$ cat src/rtl/core/encoder_speed_averager_assert.svh
// Assertion macros for the encoder speed averager.
// Used by encoder_speed_averager.sv; expects signals named clock and reset in scope.
`ifndef ENCODER_SPEED_AVERAGER_ASSERT_SVH
`define ENCODER_SPEED_AVERAGER_ASSERT_SVH

`ifndef NO_ASSERTIONS

// Same-cycle implication, checked outside reset.
`define ESA_ASSERT_IMPLIES(label, ante, cons, msg) \
   label: assert property (@(posedge clock) disable iff (reset) (ante) |-> (cons)) \
      else $error(msg);

// Next-cycle implication, checked outside reset.
`define ESA_ASSERT_NEXT(label, ante, cons, msg) \
   label: assert property (@(posedge clock) disable iff (reset) (ante) |=> (cons)) \
      else $error(msg);

`else

`define ESA_ASSERT_IMPLIES(label, ante, cons, msg)
`define ESA_ASSERT_NEXT(label, ante, cons, msg)

`endif

`endif

$ cat src/rtl/core/esa_pkg.sv
// Shared types and constants for the encoder speed averager.
// No dependencies; used by every module of the block.
`timescale 1ns / 1ps

package esa_pkg;

   localparam int LINES_W     = 13;
   localparam int LIMIT_W     = 11;
   localparam int COUNT_W     = 15;
   localparam int WRAPS_W     = 16;
   localparam int SPEED_W     = 16;
   localparam int AVG_W       = 11;
   localparam int PREV_W      = 16;
   localparam int SUM_W       = 16;
   localparam int DELTA_W     = 32;
   localparam int SPAN_W      = 31;
   localparam int EDGE_SHIFT  = 2;      // four counter edges per line
   localparam int PERIOD_W    = LINES_W + EDGE_SHIFT;
   localparam int SCALE_W     = 13;
   localparam int QUO_W       = 44;     // |delta| * 6000 < 2**44
   localparam int RADIX_BITS  = 2;      // quotient bits per divide cycle
   localparam int DIV_STEPS   = QUO_W / RADIX_BITS;
   localparam int DIV_CNT_W   = $clog2(DIV_STEPS);
   localparam int DATA_W      = 32;
   localparam int CSR_ADDR_W  = 3;
   localparam int CSR_IDX_BIT = 2;

   localparam logic [LINES_W-1:0] LINES_RESET = 13'd1024;
   localparam logic [LIMIT_W-1:0] LIMIT_RESET = 11'd1600;
   localparam logic [SCALE_W-1:0] SPEED_SCALE = 13'd6000;

   // register index codes (paddr bit CSR_IDX_BIT)
   localparam logic REG_LINES_PER_REV = 1'b0;
   localparam logic REG_SPEED_LIMIT   = 1'b1;

   localparam logic FUNC_CLEAR = 1'b1;

   typedef struct packed {
      logic               func;
      logic [COUNT_W-1:0] count_value;
      logic [WRAPS_W-1:0] overflow_count;
      logic               count_down;
   } req_type;

   typedef struct packed {
      logic [AVG_W-1:0]          average_speed;
      logic signed [SPEED_W-1:0] raw_speed;
      logic                      stored;
   } rsp_type;

   typedef struct packed {
      logic [LINES_W-1:0] lines_per_rev;
      logic [LIMIT_W-1:0] speed_limit;
   } cfg_type;

   typedef struct packed {
      logic load;
      logic clear;
      logic zero_speed;
      logic span;
      logic diff;
      logic scale;
      logic div_step;
      logic sign;
      logic store;
      logic mean;
      logic emit;
   } cmd_type;

   typedef struct packed {
      logic is_clear;
      logic first_sample;
   } status_type;

endpackage

$ cat src/rtl/core/esa_csr.sv
// Configuration registers (lines per revolution, speed limit) behind an APB-style port.
// Depends on esa_pkg.
`timescale 1ns / 1ps

module esa_csr (
   input  logic                              clock,
   input  logic                              reset,
   input  logic                              csr_psel,
   input  logic                              csr_penable,
   input  logic                              csr_pwrite,
   input  logic [esa_pkg::CSR_ADDR_W-1:0]    csr_paddr,
   input  logic [esa_pkg::DATA_W-1:0]        csr_pwdata,
   output logic [esa_pkg::DATA_W-1:0]        csr_prdata,
   output logic                              csr_pready,
   output esa_pkg::cfg_type                  cfg
);

   logic [esa_pkg::LINES_W-1:0] lines_ff, lines_in;
   logic [esa_pkg::LIMIT_W-1:0] limit_ff, limit_in;
   logic                        wr_en;
   logic                        reg_idx;

   assign csr_pready = 1'b1;
   assign wr_en      = csr_psel & csr_penable & csr_pwrite & csr_pready;
   assign reg_idx    = csr_paddr[esa_pkg::CSR_IDX_BIT];

   always_comb begin
      lines_in = lines_ff;
      limit_in = limit_ff;
      if (wr_en) begin
         unique case (reg_idx)
            esa_pkg::REG_LINES_PER_REV: lines_in = csr_pwdata[esa_pkg::LINES_W-1:0];
            esa_pkg::REG_SPEED_LIMIT:   limit_in = csr_pwdata[esa_pkg::LIMIT_W-1:0];
            default:                    lines_in = lines_ff;
         endcase
      end
   end

   always_comb begin
      unique case (reg_idx)
         esa_pkg::REG_LINES_PER_REV: csr_prdata = esa_pkg::DATA_W'(lines_ff);
         esa_pkg::REG_SPEED_LIMIT:   csr_prdata = esa_pkg::DATA_W'(limit_ff);
         default:                    csr_prdata = '0;
      endcase
   end

   always_ff @(posedge clock) begin
      if (reset) begin
         lines_ff <= esa_pkg::LINES_RESET;
         limit_ff <= esa_pkg::LIMIT_RESET;
      end else begin
         lines_ff <= lines_in;
         limit_ff <= limit_in;
      end
   end

   assign cfg.lines_per_rev = lines_ff;
   assign cfg.speed_limit   = limit_ff;

endmodule

$ cat src/rtl/core/esa_ctrl.sv
// Sequencer for the speed averager: steps the datapath through one transaction.
// Depends on esa_pkg; drives esa_datapath through cmd_type, reads status_type.
`timescale 1ns / 1ps

module esa_ctrl (
   input  logic                 clock,
   input  logic                 reset,
   input  logic                 req_valid,
   output logic                 req_stall,
   output logic                 rsp_valid,
   input  logic                 rsp_stall,
   input  esa_pkg::status_type  status,
   output esa_pkg::cmd_type     cmd
);

   typedef enum logic [8:0] {
      S_IDLE     = 9'b000000001,
      S_DISPATCH = 9'b000000010,
      S_DIFF     = 9'b000000100,
      S_SCALE    = 9'b000001000,
      S_DIVIDE   = 9'b000010000,
      S_SIGN     = 9'b000100000,
      S_STORE    = 9'b001000000,
      S_MEAN     = 9'b010000000,
      S_FINISH   = 9'b100000000
   } state_type;

   state_type                     state_ff, state_in;
   logic [esa_pkg::DIV_CNT_W-1:0] cnt_ff, cnt_in;
   logic                          rsp_valid_ff, rsp_valid_in;
   logic                          out_free;

   // output register can take a new result when empty or being drained
   assign out_free = !rsp_valid_ff || !rsp_stall;

   always_comb begin
      state_in     = state_ff;
      cnt_in       = cnt_ff;
      rsp_valid_in = rsp_valid_ff;
      cmd          = '0;
      if (rsp_valid_ff && !rsp_stall) begin
         rsp_valid_in = 1'b0;
      end
      unique case (state_ff)
         S_IDLE: begin
            if (req_valid) begin
               cmd.load = 1'b1;
               state_in = S_DISPATCH;
            end
         end
         S_DISPATCH: begin
            priority if (status.is_clear) begin
               cmd.clear = 1'b1;
               state_in  = S_MEAN;
            end else if (status.first_sample) begin
               cmd.zero_speed = 1'b1;
               state_in       = S_STORE;
            end else begin
               cmd.span = 1'b1;
               state_in = S_DIFF;
            end
         end
         S_DIFF: begin
            cmd.diff = 1'b1;
            state_in = S_SCALE;
         end
         S_SCALE: begin
            cmd.scale = 1'b1;
            cnt_in    = '0;
            state_in  = S_DIVIDE;
         end
         S_DIVIDE: begin
            cmd.div_step = 1'b1;
            if (cnt_ff == esa_pkg::DIV_CNT_W'(esa_pkg::DIV_STEPS - 1)) begin
               state_in = S_SIGN;
            end else begin
               cnt_in = cnt_ff + 1'b1;
            end
         end
         S_SIGN: begin
            cmd.sign = 1'b1;
            state_in = S_STORE;
         end
         S_STORE: begin
            cmd.store = 1'b1;
            state_in  = S_MEAN;
         end
         S_MEAN: begin
            cmd.mean = 1'b1;
            state_in = S_FINISH;
         end
         S_FINISH: begin
            if (out_free) begin
               cmd.emit     = 1'b1;
               rsp_valid_in = 1'b1;
               state_in     = S_IDLE;
            end
         end
         default: state_in = S_IDLE;
      endcase
   end

   always_ff @(posedge clock) begin
      if (reset) begin
         state_ff     <= S_IDLE;
         cnt_ff       <= '0;
         rsp_valid_ff <= 1'b0;
      end else begin
         state_ff     <= state_in;
         cnt_ff       <= cnt_in;
         rsp_valid_ff <= rsp_valid_in;
      end
   end

   assign req_stall = (state_ff != S_IDLE);
   assign rsp_valid = rsp_valid_ff;

endmodule

$ cat src/rtl/core/esa_datapath.sv
// Datapath: count delta, scaling, radix-4 restoring divider, history ring and mean.
// Depends on esa_pkg; sequenced by esa_ctrl.
`timescale 1ns / 1ps

module esa_datapath #(
   parameter int HISTORY_DEPTH = 8
) (
   input  logic                 clock,
   input  logic                 reset,
   input  esa_pkg::cmd_type     cmd,
   input  esa_pkg::cfg_type     cfg,
   input  esa_pkg::req_type     req_payload,
   output esa_pkg::status_type  status,
   output esa_pkg::rsp_type     rsp_payload
);

   localparam int SLOT_W     = (HISTORY_DEPTH > 1) ? $clog2(HISTORY_DEPTH) : 1;
   // mean = floor(sum / depth) via multiply by rounded-up reciprocal
   localparam int MEAN_SHIFT = esa_pkg::SUM_W + $clog2(HISTORY_DEPTH);
   localparam longint RECIP  = ((longint'(1) << MEAN_SHIFT) + longint'(HISTORY_DEPTH) - 1)
                               / longint'(HISTORY_DEPTH);
   localparam int RECIP_W    = esa_pkg::SUM_W + 2;
   localparam int PROD_W     = esa_pkg::SUM_W + RECIP_W;

   localparam int LW  = esa_pkg::LINES_W;
   localparam int PW  = esa_pkg::PERIOD_W;
   localparam int DW  = esa_pkg::DELTA_W;
   localparam int QW  = esa_pkg::QUO_W;
   localparam int SW  = esa_pkg::SPEED_W;
   localparam int EW  = esa_pkg::LIMIT_W;

   // transaction and working registers
   esa_pkg::req_type  req_ff, req_in;
   logic [PW-1:0]     period_ff, period_in;
   logic [DW-1:0]     span_ff, span_in;
   logic [DW-1:0]     diff0_ff, diff0_in;
   logic [DW-1:0]     mag_ff, mag_in;
   logic              neg_ff, neg_in;
   logic [QW-1:0]     quo_ff, quo_in;
   logic [PW-1:0]     rem_ff, rem_in;
   logic [SW-1:0]     speed_ff, speed_in;
   logic              stored_ff, stored_in;
   logic [PROD_W-1:0] mean_ff, mean_in;
   esa_pkg::rsp_type  rsp_ff, rsp_in;

   // history state
   logic [esa_pkg::PREV_W-1:0] prev_ff, prev_in;
   logic                       first_ff, first_in;
   logic [EW-1:0]              hist_ff [HISTORY_DEPTH];
   logic [EW-1:0]              hist_in [HISTORY_DEPTH];
   logic [esa_pkg::SUM_W-1:0]  sum_ff, sum_in;
   logic [SLOT_W-1:0]          slot_ff, slot_in;

   // combinational values
   logic [LW-1:0]             lines_c;
   logic [PW-1:0]             period_c;
   logic [esa_pkg::SPAN_W-1:0] span_c;
   logic [DW-1:0]             delta_c;
   logic [QW-1:0]             scaled_c;
   logic [PW:0]               shifted_v;
   logic                      qbit_v;
   logic [PW-1:0]             rem_step;
   logic [QW-1:0]             quo_step;
   logic                      keep_c;
   logic [esa_pkg::SUM_W-1:0] sum_c;
   logic [SLOT_W-1:0]         slot_c;
   logic [RECIP_W-1:0]        recip_c;
   logic [PROD_W-1:0]         mean_c;

   // a zero line count behaves as one
   assign lines_c  = (cfg.lines_per_rev == '0) ? LW'(1) : cfg.lines_per_rev;
   assign period_c = PW'(lines_c) << esa_pkg::EDGE_SHIFT;
   assign span_c   = esa_pkg::SPAN_W'(req_ff.overflow_count) * esa_pkg::SPAN_W'(period_c);
   assign delta_c  = req_ff.count_down ? (diff0_ff - span_ff) : (diff0_ff + span_ff);
   assign scaled_c = QW'(mag_ff) * QW'(esa_pkg::SPEED_SCALE);

   // restoring divide, RADIX_BITS quotient bits per cycle
   always_comb begin
      rem_step  = rem_ff;
      quo_step  = quo_ff;
      shifted_v = '0;
      qbit_v    = 1'b0;
      for (int i = 0; i < esa_pkg::RADIX_BITS; i++) begin
         shifted_v = {rem_step, quo_step[QW-1]};
         qbit_v    = (shifted_v >= {1'b0, period_ff});
         rem_step  = qbit_v ? PW'(shifted_v - {1'b0, period_ff}) : shifted_v[PW-1:0];
         quo_step  = {quo_step[QW-2:0], qbit_v};
      end
   end

   // speeds at or above the limit, and all negative ones, stay out of the ring
   assign keep_c  = (speed_ff < SW'(cfg.speed_limit));
   assign sum_c   = sum_ff - esa_pkg::SUM_W'(hist_ff[slot_ff])
                           + esa_pkg::SUM_W'(speed_ff[EW-1:0]);
   assign slot_c  = (slot_ff == SLOT_W'(HISTORY_DEPTH - 1)) ? '0 : slot_ff + 1'b1;
   assign recip_c = RECIP_W'(RECIP);
   assign mean_c  = PROD_W'(sum_ff) * PROD_W'(recip_c);

   always_comb begin
      req_in    = req_ff;
      period_in = period_ff;
      span_in   = span_ff;
      diff0_in  = diff0_ff;
      mag_in    = mag_ff;
      neg_in    = neg_ff;
      quo_in    = quo_ff;
      rem_in    = rem_ff;
      speed_in  = speed_ff;
      stored_in = stored_ff;
      mean_in   = mean_ff;
      rsp_in    = rsp_ff;
      prev_in   = prev_ff;
      first_in  = first_ff;
      hist_in   = hist_ff;
      sum_in    = sum_ff;
      slot_in   = slot_ff;

      if (cmd.load) begin
         req_in = req_payload;
      end
      if (cmd.clear) begin
         for (int i = 0; i < HISTORY_DEPTH; i++) begin
            hist_in[i] = '0;
         end
         sum_in    = '0;
         first_in  = 1'b1;
         speed_in  = '0;
         stored_in = 1'b0;
      end
      if (cmd.zero_speed) begin
         speed_in = '0;
         first_in = 1'b0;
      end
      if (cmd.span) begin
         period_in = period_c;
         span_in   = DW'(span_c);
         diff0_in  = DW'(req_ff.count_value) - DW'(prev_ff);
      end
      if (cmd.diff) begin
         neg_in = delta_c[DW-1];
         mag_in = delta_c[DW-1] ? (~delta_c + 1'b1) : delta_c;
      end
      if (cmd.scale) begin
         quo_in = scaled_c;
         rem_in = '0;
      end
      if (cmd.div_step) begin
         quo_in = quo_step;
         rem_in = rem_step;
      end
      if (cmd.sign) begin
         // only the low bits survive, so negate them alone
         speed_in = neg_ff ? (~quo_ff[SW-1:0] + 1'b1) : quo_ff[SW-1:0];
      end
      if (cmd.store) begin
         prev_in   = esa_pkg::PREV_W'(req_ff.count_value);
         stored_in = keep_c;
         if (keep_c) begin
            hist_in[slot_ff] = speed_ff[EW-1:0];
            sum_in           = sum_c;
            slot_in          = slot_c;
         end
      end
      if (cmd.mean) begin
         mean_in = mean_c;
      end
      if (cmd.emit) begin
         rsp_in.average_speed = esa_pkg::AVG_W'(mean_ff >> MEAN_SHIFT);
         rsp_in.raw_speed     = speed_ff;
         rsp_in.stored        = stored_ff;
      end
   end

   always_ff @(posedge clock) begin
      if (reset) begin
         prev_ff  <= '0;
         first_ff <= 1'b1;
         sum_ff   <= '0;
         slot_ff  <= '0;
         for (int i = 0; i < HISTORY_DEPTH; i++) begin
            hist_ff[i] <= '0;
         end
      end else begin
         prev_ff  <= prev_in;
         first_ff <= first_in;
         sum_ff   <= sum_in;
         slot_ff  <= slot_in;
         hist_ff  <= hist_in;
      end
   end

   always_ff @(posedge clock) begin
      req_ff    <= req_in;
      period_ff <= period_in;
      span_ff   <= span_in;
      diff0_ff  <= diff0_in;
      mag_ff    <= mag_in;
      neg_ff    <= neg_in;
      quo_ff    <= quo_in;
      rem_ff    <= rem_in;
      speed_ff  <= speed_in;
      stored_ff <= stored_in;
      mean_ff   <= mean_in;
      rsp_ff    <= rsp_in;
   end

   assign status.is_clear     = (req_ff.func == esa_pkg::FUNC_CLEAR);
   assign status.first_sample = first_ff;
   assign rsp_payload         = rsp_ff;

endmodule

$ cat src/rtl/core/encoder_speed_averager.sv
// Channel   Ports               Direction  Handshake
// request   req_*               in         valid / stall, one sample or clear per transaction
// response  rsp_*               out        valid / stall, one result per request
// config    csr_*               in/out     APB-style write and read, pready tied high
//
// A speed sample steps through dispatch, diff, scale, divide, sign, store, mean and finish before
// the next acceptance; the radix-4 divide of the scaled delta by the counter period is its longest part.
// A first sample after clear goes from dispatch to store, mean and finish; a clear goes to mean and finish.
// The result is registered and shows in the cycle after the last working cycle; the next
// request is taken while it waits. A stalled result holds the sequencer in its last state.
// Reset is synchronous and clears history, sum, write slot, previous count and sets the
// first-sample mark.
//
// Top level of the encoder speed averager; depends on esa_pkg, esa_csr, esa_ctrl,
// esa_datapath and encoder_speed_averager_assert.svh.
`timescale 1ns / 1ps
`include "encoder_speed_averager_assert.svh"

module encoder_speed_averager #(
   parameter int HISTORY_DEPTH = 8
) (
   input  logic                           clock,
   input  logic                           reset,
   input  logic                           req_valid,
   output logic                           req_stall,
   input  esa_pkg::req_type               req_payload,
   output logic                           rsp_valid,
   input  logic                           rsp_stall,
   output esa_pkg::rsp_type               rsp_payload,
   input  logic                           csr_psel,
   input  logic                           csr_penable,
   input  logic                           csr_pwrite,
   input  logic [esa_pkg::CSR_ADDR_W-1:0] csr_paddr,
   input  logic [esa_pkg::DATA_W-1:0]     csr_pwdata,
   output logic [esa_pkg::DATA_W-1:0]     csr_prdata,
   output logic                           csr_pready
);

   esa_pkg::cfg_type    cfg;
   esa_pkg::cmd_type    cmd;
   esa_pkg::status_type status;

   esa_csr u_csr (
      .clock       (clock),
      .reset       (reset),
      .csr_psel    (csr_psel),
      .csr_penable (csr_penable),
      .csr_pwrite  (csr_pwrite),
      .csr_paddr   (csr_paddr),
      .csr_pwdata  (csr_pwdata),
      .csr_prdata  (csr_prdata),
      .csr_pready  (csr_pready),
      .cfg         (cfg)
   );

   esa_ctrl u_ctrl (
      .clock     (clock),
      .reset     (reset),
      .req_valid (req_valid),
      .req_stall (req_stall),
      .rsp_valid (rsp_valid),
      .rsp_stall (rsp_stall),
      .status    (status),
      .cmd       (cmd)
   );

   esa_datapath #(
      .HISTORY_DEPTH (HISTORY_DEPTH)
   ) u_datapath (
      .clock       (clock),
      .reset       (reset),
      .cmd         (cmd),
      .cfg         (cfg),
      .req_payload (req_payload),
      .status      (status),
      .rsp_payload (rsp_payload)
   );

   // one transaction at a time
   `ESA_ASSERT_NEXT(a_busy_after_accept, req_valid && !req_stall, req_stall, "accepted while busy")
   // never overwrite a result that is still stalled
   `ESA_ASSERT_IMPLIES(a_emit_free, cmd.emit, !rsp_valid || !rsp_stall, "result overwritten")
   // a stored speed is nonnegative and fits an 11-bit entry
   `ESA_ASSERT_IMPLIES(a_stored_range, rsp_valid && rsp_payload.stored,
      !rsp_payload.raw_speed[15] && (rsp_payload.raw_speed[14:11] == 4'd0), "bad stored speed")
   // clear re-arms the first-sample mark
   `ESA_ASSERT_NEXT(a_clear_first, cmd.clear, status.first_sample, "first mark not set")

endmodule

$ cat config.mk
export PLATFORM = sky130hd
export DESIGN_NAME = encoder_speed_averager
export DESIGN_NICKNAME = d
export VERILOG_FILES = /design/src/rtl/core/esa_pkg.sv /design/src/rtl/core/esa_csr.sv /design/src/rtl/core/esa_ctrl.sv /design/src/rtl/core/esa_datapath.sv /design/src/rtl/core/encoder_speed_averager.sv
export VERILOG_INCLUDE_DIRS = /design/src /design/src/rtl/core
export SDC_FILE = /design/constraint.sdc
export NUM_CORES = 2
export LEC_CHECK = 0
export BUFFER_PORTS_ARGS = -buffer_cell sky130_fd_sc_hd__buf_2
export CAP_MARGIN = 5
export CORE_UTILIZATION = 61
export DETAILED_ROUTE_END_ITERATION = 8
export GPL_ROUTABILITY_DRIVEN = 0
export PLACE_DENSITY_LB_ADDON = 0.15
export SYNTH_ARGS = -nofsm -noshare
export SYNTH_HDL_FRONTEND = slang
export SYNTH_SLANG_ARGS = --single-unit
$ cat constraint.sdc
create_clock -name clock -period 8.1 [get_ports clock]
set_clock_uncertainty 0.05 [all_clocks]
set_input_delay 0.405 -clock clock [delete_from_list [all_inputs] [get_ports clock]]
set_output_delay 0.405 -clock clock [all_outputs]
set_load 0.02 [all_outputs]
Word level (Yosys, flattened, before mapping):

Index checks and enable logic that the tools add are counted.

* register bits after elaboration: 420
* input port bits: 75
* output and inout port bits: 63
* logic and storage cells: 148

* $add $sub $neg: 11
* multiply operators: 2
* magnitude comparators: 5
* equality and inequality tests: 16
* multiplexer cells: 57
* bitwise logic cells: 6
* reduce and logical (&&, ||, !) cells: 16

Operator list (count)
* 2-to-1 mux 88 bit: 3
* 2-to-1 mux 16 bit: 7
* bitwise mux 88 bit: 1
* 2-to-1 mux 44 bit: 2
* one-hot mux 9 bit (9 select lines): 1
* one-hot mux 32 bit (2 select lines): 1
* 2-to-1 mux 15 bit: 4
* multiplier 32 x 9 -> 40 bit, second input constant: 1
* binary-select mux 11 bit (select 3 bit): 1
* demux 11 bit (select 3 bit): 1
* 2-to-1 mux 11 bit: 3
* adder 32 x 1 -> 32 bit, second input constant: 1
* adder 32 x 31 -> 32 bit: 1
* greater-or-equal comparator 16 x 15 -> 1 bit: 2
* 2-to-1 mux 32 bit: 1
* inverter 32 bit: 1
* subtractor 32 x 31 -> 32 bit: 1
* 2-to-1 mux 31 bit: 1
* subtractor 15 bit: 2
* multiplier 16 x 13 -> 29 bit: 1
* 2-to-1 mux 9 bit: 3
* 2-to-1 mux 1 bit: 20
* adder 16 x 1 -> 16 bit, second input constant: 1
* adder 16 x 11 -> 16 bit: 1
* other kinds (40): 52

Longest topological paths before layout:

* depth after elaboration: 8
* mapped depth: 24
* gate-level depth less buffers: 23

Modules after synthesis:

A second synthesis with hierarchy kept.

* cell total of the unflattened synthesis: 3540
* area total of the unflattened synthesis: 34568.2 sq um

By module, submodules not included
* esa_datapath: times used 1, cells an instance 3305, area each 32349.8 sq um, seq. area each 9599.2 sq um
* esa_csr: times used 1, cells an instance 134, area each 1343.8 sq um, seq. area each 480.5 sq um
* esa_ctrl: times used 1, cells an instance 101, area each 874.6 sq um, seq. area each 300.3 sq um

Worst setup path before layout:

OpenSTA, ideal clock, no wires.

* kind: register to register
* start point: reg u_csr.lines_ff[6] in the netlist's numbering
* end point: reg u_datapath.span_ff[28], data pin
* library setup time: 262 ps
* data arrival time: 5656 ps
* required time: 7788 ps
* setup slack: 2132 ps
* cell stages (with the launch flop): 23
* buffers on the path: 2
* clock period less this slack: 5968 ps
* cell sequence: dfxtp_1 -> clkbuf_1 -> clkbuf_1 -> nand2_1 -> fa_1 -> fa_1 -> inv_1 -> fa_1 -> fa_1 -> inv_1 -> fa_1 -> inv_1 -> ha_1 -> a21o_1 -> a21oi_1 -> nand2_1 -> or2_2 -> a221o_1 -> a41oi_1 -> o21ai_0 -> a21oi_1 -> o21bai_1 -> xor2_1

* longest elaborated chain between the ends: 3

RTL lines
* start, declared: line esa_csr.sv:18 `logic [esa_pkg::LINES_W-1:0] lines_ff, lines_in;`
* start signal, assigned: line esa_csr.sv:49 `lines_ff <= esa_pkg::LINES_RESET;`
* start signal, assigned: line esa_csr.sv:52 `lines_ff <= lines_in;`
* logical NOT 13 bit: line esa_datapath.sv:71 `assign lines_c = (cfg.lines_per_rev == '0) ? LW'(1) : cfg.lines_per_rev;`
* 2-to-1 mux 13 bit (*): line esa_datapath.sv:71
* multiplier 16 x 13 -> 29 bit (*): line esa_datapath.sv:73 `assign span_c = esa_pkg::SPAN_W'(req_ff.overflow_count) * esa_pkg::SPAN_W'(period_c);`
* named net u_datapath.span_c, one bit: line esa_datapath.sv:57 `logic [esa_pkg::SPAN_W-1:0] span_c;`
* end signal, assigned: line esa_datapath.sv:195 `span_ff <= span_in;`
* end, declared: line esa_datapath.sv:35 `logic [DW-1:0] span_ff, span_in;`

The timed path passes the listed nets; every way through them passes the cells marked *.
A chain may end at the register's enable or synchronous reset.

Worst setup path after layout:

* start point: reg u_csr.lines_ff[6] in the netlist's numbering
* end point: reg u_datapath.span_ff[29], data pin

Same word-level chain as after synthesis.

==> flow_summary_export.csv <==
group,metric,value,unit
run_status,outcome,"completed",
cts,cts_buffers,46,
floorplanning,coreArea,56400,um2
yosys,synth_mux_area_frac,0.0210,
cts,cts_resized,0,
yosys,synthArstFlopShare,0,
yosys,ys_seq_area_frac,0.299,
placed_design,dp_cells,4396,
detailed_routing,vias,26200,
final_layout,antennaDiodeCount,0,
hold_path,hold_path_class,"input port to flip-flop",
sta,fin_crit_sh,0.803,
detailed_routing,drcViolationCount,0,
detailed_routing,ant_nets,0,
yosys,synth_compound_area_frac,0.116,
critical_path,crit_path_start_kind,"flip-flop",
final_layout,syn_to_final_growth,8.40,%
sta,slew_headroom,0.179,
hold_path,holdPathEnd,"u_csr.limit_ff[8]",
detailed_routing,wl_per_cell,18.1,um
final_layout,layout.nets,4410,
floorplanning,start_util,0.616,
final_layout,final_cells,4522,
critical_path,r2r_end,"u_datapath.span_ff[29]",
sta,setup_viol,0,
power,irDropWorstVdd,0.000173,V
floorplanning,die_area,57900,um2
cts,clockBufferDepth,3,
critical_path,worstPathMaxFanout,20,
critical_path,r2r_setup_slack,1.59,ns
hold_path,min_from,"csr_pwdata[8]",
floorplanning,die_y,241,um
yosys,syn-instance-count,3673,
sta,rsz0062_at_grt,"false",
yosys,ys.flop_type,"edfxtp_1",
sta,hold_ws,0.0264,ns
yosys,synth_edf_count,239,
sta,tightest_slew,1.22,ns
grt,grt_pass1_wl,133000,um
cts,hold_buffers,40,
grt,grt_max_degree,106,
cts,cts_tree,"built",
grt,antenna_found_initial,1,
yosys,synth_top_family_by_area,"adder cells",
yosys,yosys.area_share.simple,0.151,
yosys,synthAdderAreaFrac,0.287,
cts,root_buffer,"clkbuf_16",
final_layout,layout_common_cells,"inv_1 (540), nand2_1 (326), fa_1 (316)",
critical_path,rr_startpoint,"u_csr.lines_ff[6]",
detailed_routing,wirelength,81800,um
power,finalPower,6.17,mW
final_layout,final_common_cell,"inv_1",
grt,grt_pass1_vias,26500,
cts,clock_latency,0.61,ns
yosys,synth.distinct_cells,95,
yosys,syn_area,34700,um2
critical_path,critPathLaunch,"u_csr.lines_ff[6]",
final_layout,drive_gt1_frac,0.0810,
sta,min_period,6.51,ns
grt,grt_overflow,0,
critical_path,ff2ff_path_depth,21,
cts,h-tree-depth,2,
power,power_density,164,nW/um2
critical_path,end_kind,"flip-flop",
final_layout,fillers,4507,
yosys,ys_ff_latch,399,
hold_path,whs_path_depth,3,
floorplanning,placementRows,87,
grt,track_usage,0.286,
placed_design,place_hpwl,61700,um
critical_path,critPathKind,"flip-flop to flip-flop",
sta,fmax,154,MHz
detailed_routing,dr.pass1.iters,6,
yosys,syn_area_per_cell,9.46,um2
cts,clkTransAtPathRegs,0.06,ns
detailed_routing,viasPerCell,5.80,
placed_design,port_buffers,96,
cts,cts.sinks,399,
sta,tns,0,ns
detailed_routing,drt_iter0_markers,1998,
critical_path,worstPathRequired,8.38,ns
floorplanning,io_pins,138,
critical_path,crit_arrival,6.78,ns
power,p_leak,16.2,nW
job,cap_violations,0,
sta,hold_viol,0,
floorplanning,chipWidth,241,um
cts,cts_setup_buffers,0,
yosys,synth_xor_area_frac,0.0454,
sta,maxSlewViolCount,0,
yosys,ys_warn_count,0,
==> synth_stat cells, types with 7 or more instances <==
master	number	area share
inv_1	540	0.058
nand2_1	327	0.035
fa_1	316	0.18
ha_1	291	0.10
a21oi_1	288	0.041
edfxtp_1	239	0.21
nor2_1	176	0.019
dfxtp_1	160	0.092
nand3_1	139	0.020
clkbuf_1	138	0.015
xnor2_1	131	0.033
and2_1	123	0.022
o21ai_0	113	0.016
nor3_1	54	0.0078
or2_2	52	0.0094
xor2_1	49	0.012
a21o_1	41	0.0089
mux2i_1	37	0.011
nand3b_1	33	0.0071
nor2b_1	25	0.0045
nand2b_1	24	0.0043
a31oi_1	22	0.0040
o21bai_1	21	0.0045
buf_4	20	0.0043
o21a_1	19	0.0041
o31ai_1	19	0.0041
or3_1	18	0.0032
a211oi_1	16	0.0035
mux2_2	16	0.0052
and3_1	15	0.0027
a211o_1	13	0.0033
a21boi_0	13	0.0028
nor4_1	12	0.0022
nand4_1	11	0.0020
o211ai_1	11	0.0024
buf_1	10	0.0011
mux4_2	8	0.0052
nand4b_1	7	0.0018
or4_1	7	0.0015
==> flip-flops by register name (all words and copies together), names as in the netlist, 5 cells and up <==
register / cells
u_datapath.rsp_payload: 28
u_datapath.speed_ff: 16
u_datapath.rem_ff: 15
u_ctrl.cnt_ff: 5
u_datapath.quo_ff: 44
u_datapath.diff0_ff: 16
u_datapath.period_ff: 13
u_datapath.mag_ff: 32
u_datapath.req_ff: 32
u_csr.limit_ff: 11
u_datapath.mean_ff: 11
u_csr.lines_ff: 13
u_datapath.span_ff: 29
u_datapath.prev_ff: 15
u_ctrl.state_ff: 9
u_datapath.hist_ff: 88
u_datapath.sum_ff: 14
==> per-layer routing <==
layer,track usage,part of all wire,vias up,wire length (um)
met5,0,0,-,0
met4,0.0872,0.025,0,2070
met3,0.0422,0.067,152,5470
met2,0.475,0.47,880,38700
met1,0.389,0.43,12800,35500
li1,-,-,12400,-
==> kinds of logic (layout without fill, tap and decap cells) <==
kind of cell | count (synthesis) | in the layout
AND/OR/NAND/NOR | 1053 | 1053
buffers and inverters | 717 | 792
AO/OA/AOI/OAI | 654 | 654
adder cells (fa/ha/maj) | 607 | 607
flip-flops | 399 | 399
XOR/XNOR | 180 | 180
multiplexers | 61 | 61
other | 2 | 20
==> layout make-up <==
type | count | area, um2 | area share
flip-flops and latches | 399 | 10400 | 0.276
multi-input cells | 2575 | 21700 | 0.576
clock inverters | 32 | 332 | 0.00880
well taps | 756 | 946 | 0.0251
repair buffers | 163 | 1090 | 0.0288
inverters | 543 | 2040 | 0.0542
clock buffers | 54 | 1190 | 0.0316
==> report_power, final <==
| part | switching (mW) | internal [mW] | total (mW) |
|---|---|---|---|
| registers | 0.146 | 2.31 | 2.45 |
| logic | 0.966 | 0.642 | 1.61 |
| clock network | 0.889 | 1.22 | 2.11 |
| total | 2.00 | 4.17 | 6.17 |
==> worst max path at each step <==
stage / endpoint / slack [ns] / cells past startpoint
5_1_grt: u_datapath.span_ff[27] / 1.19 / 21
4_1_cts: u_datapath.span_ff[29] / 1.63 / 21
6_report: u_datapath.span_ff[29] / 1.59 / 21
2_1_floorplan: u_datapath.span_ff[28] / 2.13 / 22
3_5_place_dp: u_datapath.span_ff[28] / 1.67 / 20
3_3_place_gp: u_datapath.span_ff[28] / 1.70 / 20
==> worst max-delay path, cell delays in order, from the launching register on <==
cell	delay (ns)
dfxtp_1	0.60
nor4_1	0.37
a41o_1	0.66
nand2_1	0.17
fa_1	0.51
inv_1	0.04
ha_1	0.29
ha_1	0.29
inv_1	0.05
fa_1	0.54
inv_1	0.07
ha_1	0.30
a21o_1	0.16
a21o_1	0.20
a2111oi_0	0.50
o21bai_1	0.23
a211o_1	0.32
a31oi_1	0.18
a21oi_1	0.15
a21oi_1	0.25
o21ai_0	0.13
xor2_1	0.15
==> stage by stage <==
stage	cell area (um2)	utilization	setup slack [ns]
after CTS	37700	0.668	1.63
after global placement	35700	0.634	1.70
after detailed placement	35700	0.634	1.67
final	37700	0.668	1.59
after floorplan	34800	-	2.13
after global routing	37700	0.668	1.19
(Power assumes the default switching activity.)
